## config.mk

```make
export PLATFORM = sky130hd
export DESIGN_NAME = melody_tone_sequencer
export DESIGN_NICKNAME = d
export VERILOG_FILES = /design/src/hdl/mts_pkg.sv /design/src/hdl/melody_tone_sequencer.sv /design/src/hdl/mts_cfg.sv /design/src/hdl/mts_note_mem.sv /design/src/hdl/mts_exec.sv
export SDC_FILE = /design/constraint.sdc
export NUM_CORES = 2
export LEC_CHECK = 0
export ABC_AREA = 1
export BUFFER_PORTS_ARGS = -buffer_cell sky130_fd_sc_hd__clkbuf_2
export CORE_MARGIN = 2
export CORE_UTILIZATION = 55
export DETAILED_ROUTE_END_ITERATION = 8
export PLACE_DENSITY = 0.77
export SETUP_SLACK_MARGIN = 0.5
export SYNTH_ARGS = -nofsm -noshare
export SYNTH_HDL_FRONTEND = slang
export SYNTH_SLANG_ARGS = --single-unit
```

## constraint.sdc

```tcl
create_clock -name clk_i -period 13.13 [get_ports clk_i]
set_input_delay 1.313 -clock clk_i [delete_from_list [all_inputs] [get_ports clk_i]]
set_output_delay 1.313 -clock clk_i [all_outputs]
set_load 0.02 [all_outputs]
```

## src/hdl/mts_pkg.sv

```systemverilog
// Package for the melody tone sequencer: sizes, codes, transaction structs and helpers.
// No dependencies; every other file of the block imports it.
`default_nettype none

package mts_pkg;

  localparam int MAX_NOTES   = 32;
  localparam int NOTE_AW     = $clog2(MAX_NOTES);
  localparam int IDX_W       = 6;
  localparam int LEN_W       = 6;
  localparam int RATE_W      = 10;
  localparam int ENTRY_IDX_W = 5;
  localparam int FREQ_W      = 16;
  localparam int MS_W        = 16;
  localparam int TICK_W      = 32;
  localparam int SCALE_W     = 28;
  localparam int SCALE_SHIFT = 27;
  localparam int PROD_W      = MS_W + SCALE_W;
  localparam int OFF_W       = PROD_W - SCALE_SHIFT;
  localparam int RECIP_SHIFT = 10;
  localparam int APB_AW      = 3;
  localparam int APB_DW      = 32;
  localparam int REG_IDX_W   = 1;

  localparam logic [SCALE_W-1:0] RECIP_1000 = 28'd137438954;
  localparam logic [RATE_W-1:0]  RATE_RESET = 10'd100;

  localparam logic [REG_IDX_W-1:0] REG_LENGTH = 1'b0;
  localparam logic [REG_IDX_W-1:0] REG_RATE   = 1'b1;

  localparam logic [1:0] FUNC_STEP  = 2'd0;
  localparam logic [1:0] FUNC_START = 2'd1;
  localparam logic [1:0] FUNC_STOP  = 2'd2;
  localparam logic [1:0] FUNC_WRITE = 2'd3;

  localparam logic [2:0] CODE_IDLE  = 3'd0;
  localparam logic [2:0] CODE_START = 3'd1;
  localparam logic [2:0] CODE_PLAY  = 3'd2;
  localparam logic [2:0] CODE_PAUSE = 3'd3;
  localparam logic [2:0] CODE_STOP  = 3'd4;

  typedef enum logic [4:0] {
    PH_IDLE  = 5'b00001,
    PH_START = 5'b00010,
    PH_PLAY  = 5'b00100,
    PH_PAUSE = 5'b01000,
    PH_STOP  = 5'b10000
  } phase_e;

  typedef struct packed {
    logic [1:0]             func;
    logic [TICK_W-1:0]      now_ticks;
    logic [ENTRY_IDX_W-1:0] entry_index;
    logic [FREQ_W-1:0]      entry_freq_hz;
    logic [FREQ_W-1:0]      entry_duty_us;
    logic [MS_W-1:0]        entry_duration_ms;
    logic [MS_W-1:0]        entry_pause_ms;
  } in_item_t;

  typedef struct packed {
    logic [FREQ_W-1:0] tone_freq_hz;
    logic [FREQ_W-1:0] tone_duty_us;
    logic              tone_on;
    logic [2:0]        phase;
    logic [IDX_W-1:0]  note_position;
    logic              start_rejected;
  } out_item_t;

  typedef struct packed {
    logic [MS_W-1:0]   pause_ms;
    logic [MS_W-1:0]   duration_ms;
    logic [FREQ_W-1:0] duty_us;
    logic [FREQ_W-1:0] freq_hz;
  } note_t;

  typedef struct packed {
    logic [LEN_W-1:0]   melody_length;
    logic [SCALE_W-1:0] scale;
  } cfg_t;

  // ticks = (ms * scale) >> SCALE_SHIFT equals ms * rate / 1000, truncated
  function automatic logic [SCALE_W-1:0] rate_scale(input logic [RATE_W-1:0] rate);
    logic [RATE_W+SCALE_W-1:0] p;
    p = (RATE_W+SCALE_W)'(rate) * (RATE_W+SCALE_W)'(RECIP_1000);
    return SCALE_W'(p >> RECIP_SHIFT) + SCALE_W'(1);
  endfunction

  function automatic logic [2:0] phase_code(input phase_e ph);
    logic [2:0] c;
    case (ph)
      PH_IDLE:  c = CODE_IDLE;
      PH_START: c = CODE_START;
      PH_PLAY:  c = CODE_PLAY;
      PH_PAUSE: c = CODE_PAUSE;
      PH_STOP:  c = CODE_STOP;
      default:  c = CODE_IDLE;
    endcase
    return c;
  endfunction

endpackage

`default_nettype wire

```

## src/hdl/melody_tone_sequencer.sv

```systemverilog
// Top level of the melody tone sequencer: handshake, note table, phase machine, registers.
// Depends on mts_pkg, mts_cfg, mts_note_mem and mts_exec.
//
// Plays a melody stored in a 32-entry note table by producing tone generator settings.
// Every input transaction (note write, start, stop, or step with the current tick) gives
// exactly one result transaction with the state after it. One transaction is taken per
// clock cycle unless the output stalls. The note table is read at the accepting edge, at
// the current note index; the item then waits in a stage register while the phase machine
// runs with the ms-to-tick multiply and the deadline compare, and its result is loaded into
// the output register once that register is free or drained. While a result waits in the
// output register one more transaction can enter; further input is held off until the
// output drains. The note table has no reset; a note must be written before it is played.
`default_nettype none

module melody_tone_sequencer import mts_pkg::*; (
  input  wire logic              clk_i,
  input  wire logic              rst_ni,
  input  wire logic              in_valid_i,
  output logic                   in_ready_o,
  input  in_item_t               in_data_i,
  output logic                   out_valid_o,
  input  wire logic              out_ready_i,
  output out_item_t              out_data_o,
  input  wire logic              psel,
  input  wire logic              penable,
  input  wire logic              pwrite,
  input  wire logic [APB_AW-1:0] paddr,
  input  wire logic [APB_DW-1:0] pwdata,
  output logic      [APB_DW-1:0] prdata,
  output logic                   pready
);

  cfg_t             cfg;
  logic             a_valid_q;
  in_item_t         a_item_q;
  logic             out_valid_q;
  out_item_t        out_q;
  logic             adv;
  logic             in_fire;
  logic [IDX_W-1:0] rd_addr;
  note_t            note;
  note_t            wr_note;
  out_item_t        result;

  assign adv        = a_valid_q && (!out_valid_q || out_ready_i);
  assign in_ready_o = !a_valid_q || adv;
  assign in_fire    = in_valid_i && in_ready_o;

  assign wr_note.freq_hz     = in_data_i.entry_freq_hz;
  assign wr_note.duty_us     = in_data_i.entry_duty_us;
  assign wr_note.duration_ms = in_data_i.entry_duration_ms;
  assign wr_note.pause_ms    = in_data_i.entry_pause_ms;

  mts_cfg u_cfg (
    .clk_i   (clk_i),
    .rst_ni  (rst_ni),
    .psel    (psel),
    .penable (penable),
    .pwrite  (pwrite),
    .paddr   (paddr),
    .pwdata  (pwdata),
    .prdata  (prdata),
    .pready  (pready),
    .cfg_o   (cfg)
  );

  mts_note_mem u_mem (
    .clk_i     (clk_i),
    .rst_ni    (rst_ni),
    .wr_en_i   (in_fire && (in_data_i.func == FUNC_WRITE)),
    .wr_addr_i (in_data_i.entry_index),
    .wr_data_i (wr_note),
    .rd_en_i   (in_fire),
    .rd_addr_i (rd_addr),
    .rd_data_o (note)
  );

  mts_exec u_exec (
    .clk_i     (clk_i),
    .rst_ni    (rst_ni),
    .cfg_i     (cfg),
    .item_i    (a_item_q),
    .note_i    (note),
    .adv_i     (adv),
    .rd_addr_o (rd_addr),
    .result_o  (result)
  );

  always_ff @(posedge clk_i or negedge rst_ni) begin
    if (!rst_ni) begin
      a_valid_q   <= 1'b0;
      out_valid_q <= 1'b0;
    end else begin
      if (in_fire) begin
        a_valid_q <= 1'b1;
      end else if (adv) begin
        a_valid_q <= 1'b0;
      end
      if (adv) begin
        out_valid_q <= 1'b1;
      end else if (out_ready_i) begin
        out_valid_q <= 1'b0;
      end
    end
  end

  always_ff @(posedge clk_i) begin
    if (in_fire) begin
      a_item_q <= in_data_i;
    end
    if (adv) begin
      out_q <= result;
    end
  end

  assign out_valid_o = out_valid_q;
  assign out_data_o  = out_q;

endmodule

`default_nettype wire

```

## src/hdl/mts_cfg.sv

```systemverilog
// Configuration registers of the melody tone sequencer behind an APB-style port.
// Depends on mts_pkg; also derives the ms-to-tick scale factor from the tick rate.
`default_nettype none

module mts_cfg import mts_pkg::*; (
  input  wire logic              clk_i,
  input  wire logic              rst_ni,
  input  wire logic              psel,
  input  wire logic              penable,
  input  wire logic              pwrite,
  input  wire logic [APB_AW-1:0] paddr,
  input  wire logic [APB_DW-1:0] pwdata,
  output logic      [APB_DW-1:0] prdata,
  output logic                   pready,
  output cfg_t                   cfg_o
);

  logic [LEN_W-1:0]     len_q;
  logic [RATE_W-1:0]    rate_q;
  logic [SCALE_W-1:0]   scale_q;
  logic                 wr;
  logic [REG_IDX_W-1:0] reg_idx;

  assign pready  = 1'b1;
  assign wr      = psel & penable & pwrite;
  assign reg_idx = paddr[APB_AW-1:2];

  always_ff @(posedge clk_i or negedge rst_ni) begin
    if (!rst_ni) begin
      len_q   <= '0;
      rate_q  <= RATE_RESET;
      scale_q <= rate_scale(RATE_RESET);
    end else if (wr) begin
      case (reg_idx)
        REG_LENGTH: len_q <= pwdata[LEN_W-1:0];
        REG_RATE: begin
          rate_q  <= pwdata[RATE_W-1:0];
          scale_q <= rate_scale(pwdata[RATE_W-1:0]);
        end
        default: ;
      endcase
    end
  end

  always_comb begin
    case (reg_idx)
      REG_LENGTH: prdata = APB_DW'(len_q);
      REG_RATE:   prdata = APB_DW'(rate_q);
      default:    prdata = '0;
    endcase
  end

  assign cfg_o.melody_length = len_q;
  assign cfg_o.scale         = scale_q;

endmodule

`default_nettype wire

```

## src/hdl/mts_note_mem.sv

```systemverilog
// Note table of the melody tone sequencer: one write port, one registered read port.
// Depends on mts_pkg; reads beyond the table return an all-zero note.
`default_nettype none

module mts_note_mem import mts_pkg::*; (
  input  wire logic                   clk_i,
  input  wire logic                   rst_ni,
  input  wire logic                   wr_en_i,
  input  wire logic [ENTRY_IDX_W-1:0] wr_addr_i,
  input  note_t                       wr_data_i,
  input  wire logic                   rd_en_i,
  input  wire logic [IDX_W-1:0]       rd_addr_i,
  output note_t                       rd_data_o
);

  note_t mem [MAX_NOTES];
  note_t rd_q;
  logic  oob_q;
  logic  wr_ok;

  assign wr_ok = (int'(wr_addr_i) < MAX_NOTES);

  always_ff @(posedge clk_i) begin
    if (wr_en_i && wr_ok) begin
      mem[NOTE_AW'(wr_addr_i)] <= wr_data_i;
    end
    if (rd_en_i) begin
      rd_q <= mem[rd_addr_i[NOTE_AW-1:0]];
    end
  end

  always_ff @(posedge clk_i or negedge rst_ni) begin
    if (!rst_ni) begin
      oob_q <= 1'b0;
    end else if (rd_en_i) begin
      oob_q <= (int'(rd_addr_i) >= MAX_NOTES);
    end
  end

  assign rd_data_o = oob_q ? '0 : rd_q;

endmodule

`default_nettype wire

```

## src/hdl/mts_exec.sv

```systemverilog
// Phase machine and playback state of the melody tone sequencer.
// Depends on mts_pkg; takes the note read for the item and yields its result.
`default_nettype none

module mts_exec import mts_pkg::*; (
  input  wire logic             clk_i,
  input  wire logic             rst_ni,
  input  cfg_t                  cfg_i,
  input  in_item_t              item_i,
  input  note_t                 note_i,
  input  wire logic             adv_i,
  output logic      [IDX_W-1:0] rd_addr_o,
  output out_item_t             result_o
);

  phase_e             phase_q, phase_d;
  logic [IDX_W-1:0]   idx_q, idx_d;
  logic [TICK_W-1:0]  base_q, base_d;
  logic [OFF_W-1:0]   off_q, off_d;
  logic [FREQ_W-1:0]  freq_q, freq_d;
  logic [FREQ_W-1:0]  duty_q, duty_d;
  logic               run_q, run_d;
  logic               rej;
  logic [TICK_W-1:0]  deadline;
  logic               passed;
  logic [MS_W-1:0]    ms;
  logic [PROD_W-1:0]  prod;
  logic [OFF_W-1:0]   ticks;
  logic [IDX_W-1:0]   eff_len;
  logic [IDX_W-1:0]   idx_inc;

  assign deadline = base_q + TICK_W'(off_q);
  assign passed   = item_i.now_ticks > deadline;
  assign ms       = (phase_q == PH_START) ? note_i.duration_ms : note_i.pause_ms;
  assign prod     = PROD_W'(ms) * PROD_W'(cfg_i.scale);
  assign ticks    = OFF_W'(prod >> SCALE_SHIFT);
  assign eff_len  = (int'(cfg_i.melody_length) > MAX_NOTES) ? IDX_W'(MAX_NOTES)
                                                            : IDX_W'(cfg_i.melody_length);
  assign idx_inc  = idx_q + IDX_W'(1);

  always_comb begin
    phase_d = phase_q;
    idx_d   = idx_q;
    base_d  = base_q;
    off_d   = off_q;
    freq_d  = freq_q;
    duty_d  = duty_q;
    run_d   = run_q;
    rej     = 1'b0;
    case (item_i.func)
      FUNC_STEP: begin
        case (phase_q)
          PH_START: begin
            base_d  = item_i.now_ticks;
            off_d   = ticks;
            freq_d  = note_i.freq_hz;
            duty_d  = note_i.duty_us;
            run_d   = 1'b1;
            phase_d = PH_PLAY;
          end
          PH_PLAY: begin
            if (passed) begin
              base_d  = deadline;
              off_d   = ticks;
              run_d   = 1'b0;
              phase_d = PH_PAUSE;
            end
          end
          PH_PAUSE: begin
            if (passed) begin
              idx_d   = idx_inc;
              phase_d = (idx_inc >= eff_len) ? PH_STOP : PH_START;
            end
          end
          PH_STOP: begin
            run_d   = 1'b0;
            phase_d = PH_IDLE;
          end
          default: ;
        endcase
      end
      FUNC_START: begin
        if (cfg_i.melody_length == '0) begin
          rej = 1'b1;
        end else begin
          idx_d   = '0;
          phase_d = PH_START;
        end
      end
      FUNC_STOP:  phase_d = PH_STOP;
      FUNC_WRITE: ;
      default: ;
    endcase
  end

  always_ff @(posedge clk_i or negedge rst_ni) begin
    if (!rst_ni) begin
      phase_q <= PH_IDLE;
      idx_q   <= '0;
      base_q  <= '0;
      off_q   <= '0;
      freq_q  <= '0;
      duty_q  <= '0;
      run_q   <= 1'b0;
    end else if (adv_i) begin
      phase_q <= phase_d;
      idx_q   <= idx_d;
      base_q  <= base_d;
      off_q   <= off_d;
      freq_q  <= freq_d;
      duty_q  <= duty_d;
      run_q   <= run_d;
    end
  end

  // forward the index of a transaction retiring in the same cycle
  assign rd_addr_o = adv_i ? idx_d : idx_q;

  assign result_o.tone_freq_hz   = freq_d;
  assign result_o.tone_duty_us   = duty_d;
  assign result_o.tone_on        = run_d;
  assign result_o.phase          = phase_code(phase_d);
  assign result_o.note_position  = idx_d;
  assign result_o.start_rejected = rej;

endmodule

`default_nettype wire

```

## Word level (Yosys, flattened, before mapping)

Memories as Yosys holds them, arrays and structs flattened. A register that Yosys moved wholly into a read port is not among the register bits.
Cells that the tools add are included.

| word-level totals | value |
|---|---|
| register bits after elaboration | 217 |
| bits in latches | 0 |
| RAM bits | 2048 |
| ROM bits | 0 |
| bits of input ports | 145 |
| output and inout bits | 78 |
| word-level logic and storage cells | 95 |
| memories | 1 |

Memories:

| name | words | width | rd ports | clocked after memory_dff | wr ports | RTL line | RTL |
|---|---|---|---|---|---|---|---|
| u_mem.mem | 32 | 64 | 1 | 1 | 1 | mts_note_mem.sv:16 | `note_t mem [MAX_NOTES];` |

| cells by class | value |
|---|---|
| $add $sub $neg | 3 |
| multipliers | 2 |
| divide/modulo/power cells | 0 |
| order comparisons | 4 |
| eq/ne operators | 12 |
| shifts and indexed selects | 0 |
| mux-type cells | 34 |
| bitwise operators | 3 |
| reduce and logical (&&, ||, !) cells | 15 |

Operator list:

| kind | number |
|---|---|
| one-hot mux 32 bit (2 select lines) | 2 |
| 2-to-1 mux 16 bit | 5 |
| 2-to-1 mux 64 bit | 1 |
| multiplier 16 x 28 -> 44 bit | 1 |
| multiplier 10 x 27 -> 37 bit, second input constant | 1 |
| one-hot mux 17 bit (2 select lines) | 1 |
| adder 32 x 17 -> 32 bit | 1 |
| greater-than comparator 32 bit | 1 |
| 2-to-1 mux 32 bit | 1 |
| 2-to-1 mux 6 bit | 5 |
| adder 28 x 1 -> 28 bit, second input constant | 1 |
| 2-to-1 mux 5 bit | 4 |
| one-hot mux 5 bit (4 select lines) | 1 |
| 2-to-1 mux 17 bit | 1 |
| one-hot mux 5 bit (3 select lines) | 1 |
| one-hot mux 3 bit (4 select lines) | 1 |
| one-hot mux 6 bit (2 select lines) | 1 |
| equality test 5 x 2 -> 1 bit, second input constant | 2 |
| equality test 5 x 3 -> 1 bit, second input constant | 2 |
| equality test 5 x 4 -> 1 bit, second input constant | 2 |
| equality test 5 bit, second input constant | 2 |
| 2-to-1 mux 1 bit | 9 |
| adder 6 x 1 -> 6 bit, second input constant | 1 |
| greater-or-equal comparator 6 bit | 1 |
| 16 further kinds | 25 |

## Longest topological paths before layout

| depth | value |
|---|---|
| depth after elaboration | 9 |
| depth in mapped cells | 41 |
| gate-level depth less buffers | 38 |

## By module

Synthesis repeated with hierarchy kept, for this count alone.

| unflattened totals | value |
|---|---|
| cells, all modules | 11041 |
| area, all modules | 117770.5 um^2 |

Modules (own cells, without submodules):

| module | times used | cells an instance | area each (um^2) | seq. area each (um^2) |
|---|---|---|---|---|
| mts_note_mem | 1 | 6884 | 84203.3 | 63445.8 |
| mts_exec | 1 | 2836 | 21237.9 | 2328.5 |
| mts_cfg | 1 | 1162 | 7843.8 | 1121.1 |
| melody_tone_sequencer | 1 | 159 | 4485.6 | 4434.3 |

## Worst setup path after synthesis

No wires, ideal clock.

| timing | value |
|---|---|
| path kind | input port to flip-flop |
| from | input port out_ready_i |
| to | memory u_mem.mem[0][0] (netlist name) (enable) |
| library setup time | 0.487 ns |
| arrival | 7.034 ns |
| data required time | 12.643 ns |
| path slack | 5.610 ns |
| cell stages on the path | 8 |
| path buffers | 0 |
| cell sequence | inv_1 nand3_1 nand2_1 inv_1 nand3_1 nor2_1 nand3_1 nor2_1 |

| on the way | value |
|---|---|
| word-level cells in the longest chain between the ends | 7 |

Ends and longest elaborated chain:

| element | RTL line | RTL |
|---|---|---|
| start: declaration | melody_tone_sequencer.sv:22 | `input wire logic out_ready_i,` |
| logical OR 1 bit | melody_tone_sequencer.sv:45 | `assign adv = a_valid_q && (!out_valid_q \|\| out_ready_i);` |
| logical AND 1 bit | melody_tone_sequencer.sv:45 |  |
| logical OR 1 bit | melody_tone_sequencer.sv:46 | `assign in_ready_o = !a_valid_q \|\| adv;` |
| via in_ready_o | melody_tone_sequencer.sv:19 | `output logic in_ready_o,` |
| logical AND 1 bit | melody_tone_sequencer.sv:47 | `assign in_fire = in_valid_i && in_ready_o;` |
| via in_fire | melody_tone_sequencer.sv:39 | `logic in_fire;` |
| logical AND 1 bit | melody_tone_sequencer.sv:70 | `.wr_en_i (in_fire && (in_data_i.func == FUNC_WRITE)),` |
| 2-to-1 mux 1 bit | mts_note_mem.sv:24 | `if (wr_en_i && wr_ok) begin` |
| 2-to-1 mux 1 bit (not written as such) | mts_note_mem.sv:25 | `mem[NOTE_AW'(wr_addr_i)] <= wr_data_i;` |
| end: declaration | mts_note_mem.sv:16 |  |

The timed path passes the listed nets, and every way through them passes these cells.

## Worst setup path in the final report

| timing | value |
|---|---|
| from | register u_exec.off_q[0] |
| to | register, netlist name u_mem.rd_q[22] |

| on the way | value |
|---|---|
| word-level cells in the longest chain between the ends | 6 |

Ends and longest elaborated chain:

| element | RTL line | RTL |
|---|---|---|
| start: declaration | mts_exec.sv:19 | `logic [OFF_W-1:0] off_q, off_d;` |
| start signal: assignment | mts_exec.sv:101 | `off_q <= '0;` |
| start signal: assignment | mts_exec.sv:109 | `off_q <= off_d;` |
| adder 32 x 17 -> 32 bit | mts_exec.sv:32 | `assign deadline = base_q + TICK_W'(off_q);` |
| greater-than comparator 32 bit | mts_exec.sv:33 | `assign passed = item_i.now_ticks > deadline;` |
| 2-to-1 mux 6 bit | mts_exec.sv:70 | `if (passed) begin` |
| 2-to-1 mux 6 bit | mts_exec.sv:52 | `case (phase_q)` |
| one-hot mux 6 bit (2 select lines) | mts_exec.sv:50 | `case (item_i.func)` |
| 2-to-1 mux 6 bit | mts_exec.sv:117 | `assign rd_addr_o = adv_i ? idx_d : idx_q;` |

Every way passes these cells.
A chain may end at the register's enable or synchronous reset.

==> reports/results.ini <==
[placed_design]
io_buffers = 175
routabilityCongestion = 0.942
place_hpwl_mm = 190

[clock_network]
cts.path.max_buffers = 3
cts_made_buffers = 224
postCtsHoldBufs = 0
htreeDepth = 4
post_cts_buffers = 0
cts_resized = 0
clock-sinks = 2329
cts_tree = done
clkLatencyLatePin_ns = 0.91
path_clk_slew_ns = 0.06
cts_root_buffer = clkbuf_16

[drt]
drt_iter0_drc = 12800
dr.pass1.iters = 9
wirelength_mm = 336
drc_errors = 2
route.detailed.wl_per_inst_um = 24.5
dr_total_vias = 85000
ant_nets = 0
viasPerCell = 6.19

[floorplan]
die_h_um = 464
core_region_area_sq_um = 210000
chipWidth_um = 464
start_util_pct = 55.5
die_area_sq_um = 215000
std_cell_rows = 168
pin_count = 223

[grt]
gr-usage-all-layers_pct = 30.7
grt_max_degree = 219
grt_overflow = 0
grt_pass1_vias = 83200
antenna_found_initial = 34
grt_pass1_wl_mm = 505

[final_layout]
drive_above_1_share_pct = 6.66
num-nets-final = 11500
area_delta_synth_final_pct = 8.66

[sta]
fmax_mhz = 109
finalHoldViolCount = 0
finalCritPeriodShare_pct = 70.0
period_needed_ns = 9.19
rsz0062_at_grt = no
final.setup_skew_ns = 0.118
slew_headroom_pct = 14.3
tns_ns = 0
finalMaxSlewViolations = 0
finalSetupViolations = 0
tightest_slew_ns = 1.28

[logic_synthesis]
async_flop_share_pct = 6.01
syn_inst = 10800
synthTopCellsByArea = edfxtp_1 56%, nand3_1 12%, fa_1 7.2%
ys_seq_elements = 2329
synth_top_area_share_pct = 56.4
yosysMostFrequentCell = nand3_1
ys_seq_area_share_pct = 59.5
syn_avg_cell_area_sq_um = 10.8
synth-edff-count = 2189
netlist_area_sq_um = 116000
synth.largest_area_cell = edfxtp_1
yosysUniqueCellTypes = 60
synth_flop_cell = edfxtp_1
synth-warning-count = 0
synth_common_cells = 2811 x nand3_1, 2189 x edfxtp_1, 2163 x nand2_1

[critical_path]
slowest_delay_ns = 0.93
cp-end-kind = flip-flop
cpMostUsedCell = nand2_1
arrival_ns = 9.60
r2r-start = u_exec.off_q[0]$_DFFE_PN0P_
slowest_stage = buf_4
worstPathBufferInverterCount = 5
crit_type = reg2reg
crit_family = simple AND/OR/NAND/NOR gates
r2r.worst_path.cells = 38
cp.required_ns = 13.54
r2r_setup_slack_ns = 3.94
critical_path.startpoint_type = flip-flop
r2r_end = u_mem.rd_q[22]$_DFFE_PP_
critPathMaxFanout = 99

[outcome]
status = finished with violations
failed_checks = design-rule violations

[min_path]
hold_class = in2async

[job]
max_cap_viol_count = 0

## registers in the layout, indices dropped and copies added (netlist names)
| name | cells |
|---|---|
| u_exec.duty_q | 16 |
| u_exec.base_q | 32 |
| u_exec.idx_q | 6 |
| u_exec.run_q | 1 |
| out_data_o | 43 |
| u_exec.freq_q | 16 |
| u_cfg.len_q | 6 |
| out_valid_o | 1 |
| u_mem.oob_q | 1 |
| u_cfg.scale_q | 28 |
| u_cfg.rate_q | 10 |
| u_exec.phase_q | 5 |
| a_valid_q | 1 |
| u_exec.off_q | 17 |
| u_mem.rd_q | 64 |
| u_mem.mem | 2048 |
| a_item_q | 34 |
## how the worst max path moves through the flow
stage,to,slack [ns],startpoint,cells past startpoint
4_1_cts,u_mem.rd_q[22]$_DFFE_PP_,4.14,u_exec.off_q[0]$_DFFE_PN0P_,38
3_5_place_dp,u_mem.rd_q[22]$_DFFE_PP_,4.28,u_exec.off_q[0]$_DFFE_PN0P_,38
3_3_place_gp,u_mem.rd_q[22]$_DFFE_PP_,4.32,u_exec.off_q[0]$_DFFE_PN0P_,38
2_1_floorplan,u_mem.mem[0][0]$_DFFE_PP_,5.61,out_ready_i,8
5_1_grt,u_mem.rd_q[26]$_DFFE_PP_,3.36,u_exec.off_q[0]$_DFFE_PN0P_,37
6_report,u_mem.rd_q[22]$_DFFE_PP_,3.94,u_exec.off_q[0]$_DFFE_PN0P_,38
## worst reg2reg max path: cells and delay by family, from the launching register on
kind                     cells  cell delay (ns)
adder cells (fa/ha/maj)      3             0.86
AO/OA/AOI/OAI                4             0.85
AND/OR/NAND/NOR             26             3.98
buffers and inverters        5             2.61
flip-flops                   1             0.37
## routing by layer
metal	global-route usage, %	wire, um	part of all wire [%]	vias up
met3	6.87	42600	13	1022
met1	41.3	123000	37	41300
li1	-	-	-	37000
met4	14.4	16800	5.0	20
met2	47.8	154000	46	5647
met5	0	134	0.040	-
## cells in the final DEF (no fill, tap or decap), types with 23 or more instances in the layout
master     instances
a21oi_1          143
clkinv_2          37
fa_1             416
dfrtp_1          123
clkbuf_16        225
buf_4            128
ha_1             274
edfxtp_1        2189
nor3_1            27
nand3b_1         114
o21ai_0          211
conb_1            23
clkbuf_2         174
clkbuf_1          57
nor2_4            33
xor2_1            49
clkinv_1          52
nand4_1           39
nand3_1         2810
nand2_1         2161
inv_1           1010
nor2_1           344
## through the flow
step / area, sq um / setup WS, ns / utilization (%) / instances / hold WS (ns)
final: 127000 / 3.94 / 60.3 / 13700 / 0.385
after global routing: 127000 / 3.36 / 60.3 / 13700 / 0.401
after CTS: 126000 / 4.14 / 60.2 / 13700 / 0.360
after detailed placement: 119000 / 4.28 / 56.7 / 13300 / 0.466
after global placement: 119000 / 4.32 / 56.7 / 13300 / 0.464
after floorplan: 117000 / 5.61 / - / 10900 / 0.449
## kinds of logic after synthesis
family | after synthesis | share of synthesized area [%]
AO/OA/AOI/OAI | 463 | 2.19
XOR/XNOR | 70 | 0.526
adder cells (fa/ha/maj) | 690 | 10.1
buffers and inverters | 1707 | 6.11
flip-flops | 2329 | 59.5
other | 2 | 0.00645
AND/OR/NAND/NOR | 5570 | 21.6
## final cells by class
class | instances | area [sq um]
Fill cell | 16100 | 83500
Sequential cell | 2329 | 69300
Multi-Input combinational cell | 6816 | 40500
Clock buffer | 284 | 5870
Inverter | 1032 | 3910
Tap cell | 2805 | 3510
Timing Repair Buffer | 310 | 1980
Clock inverter | 128 | 1480
Antenna cell | 19 | 47.5
Power is not shown: default switching activity piles up to over one toggle a cycle in this logic, so the estimate is an artifact.
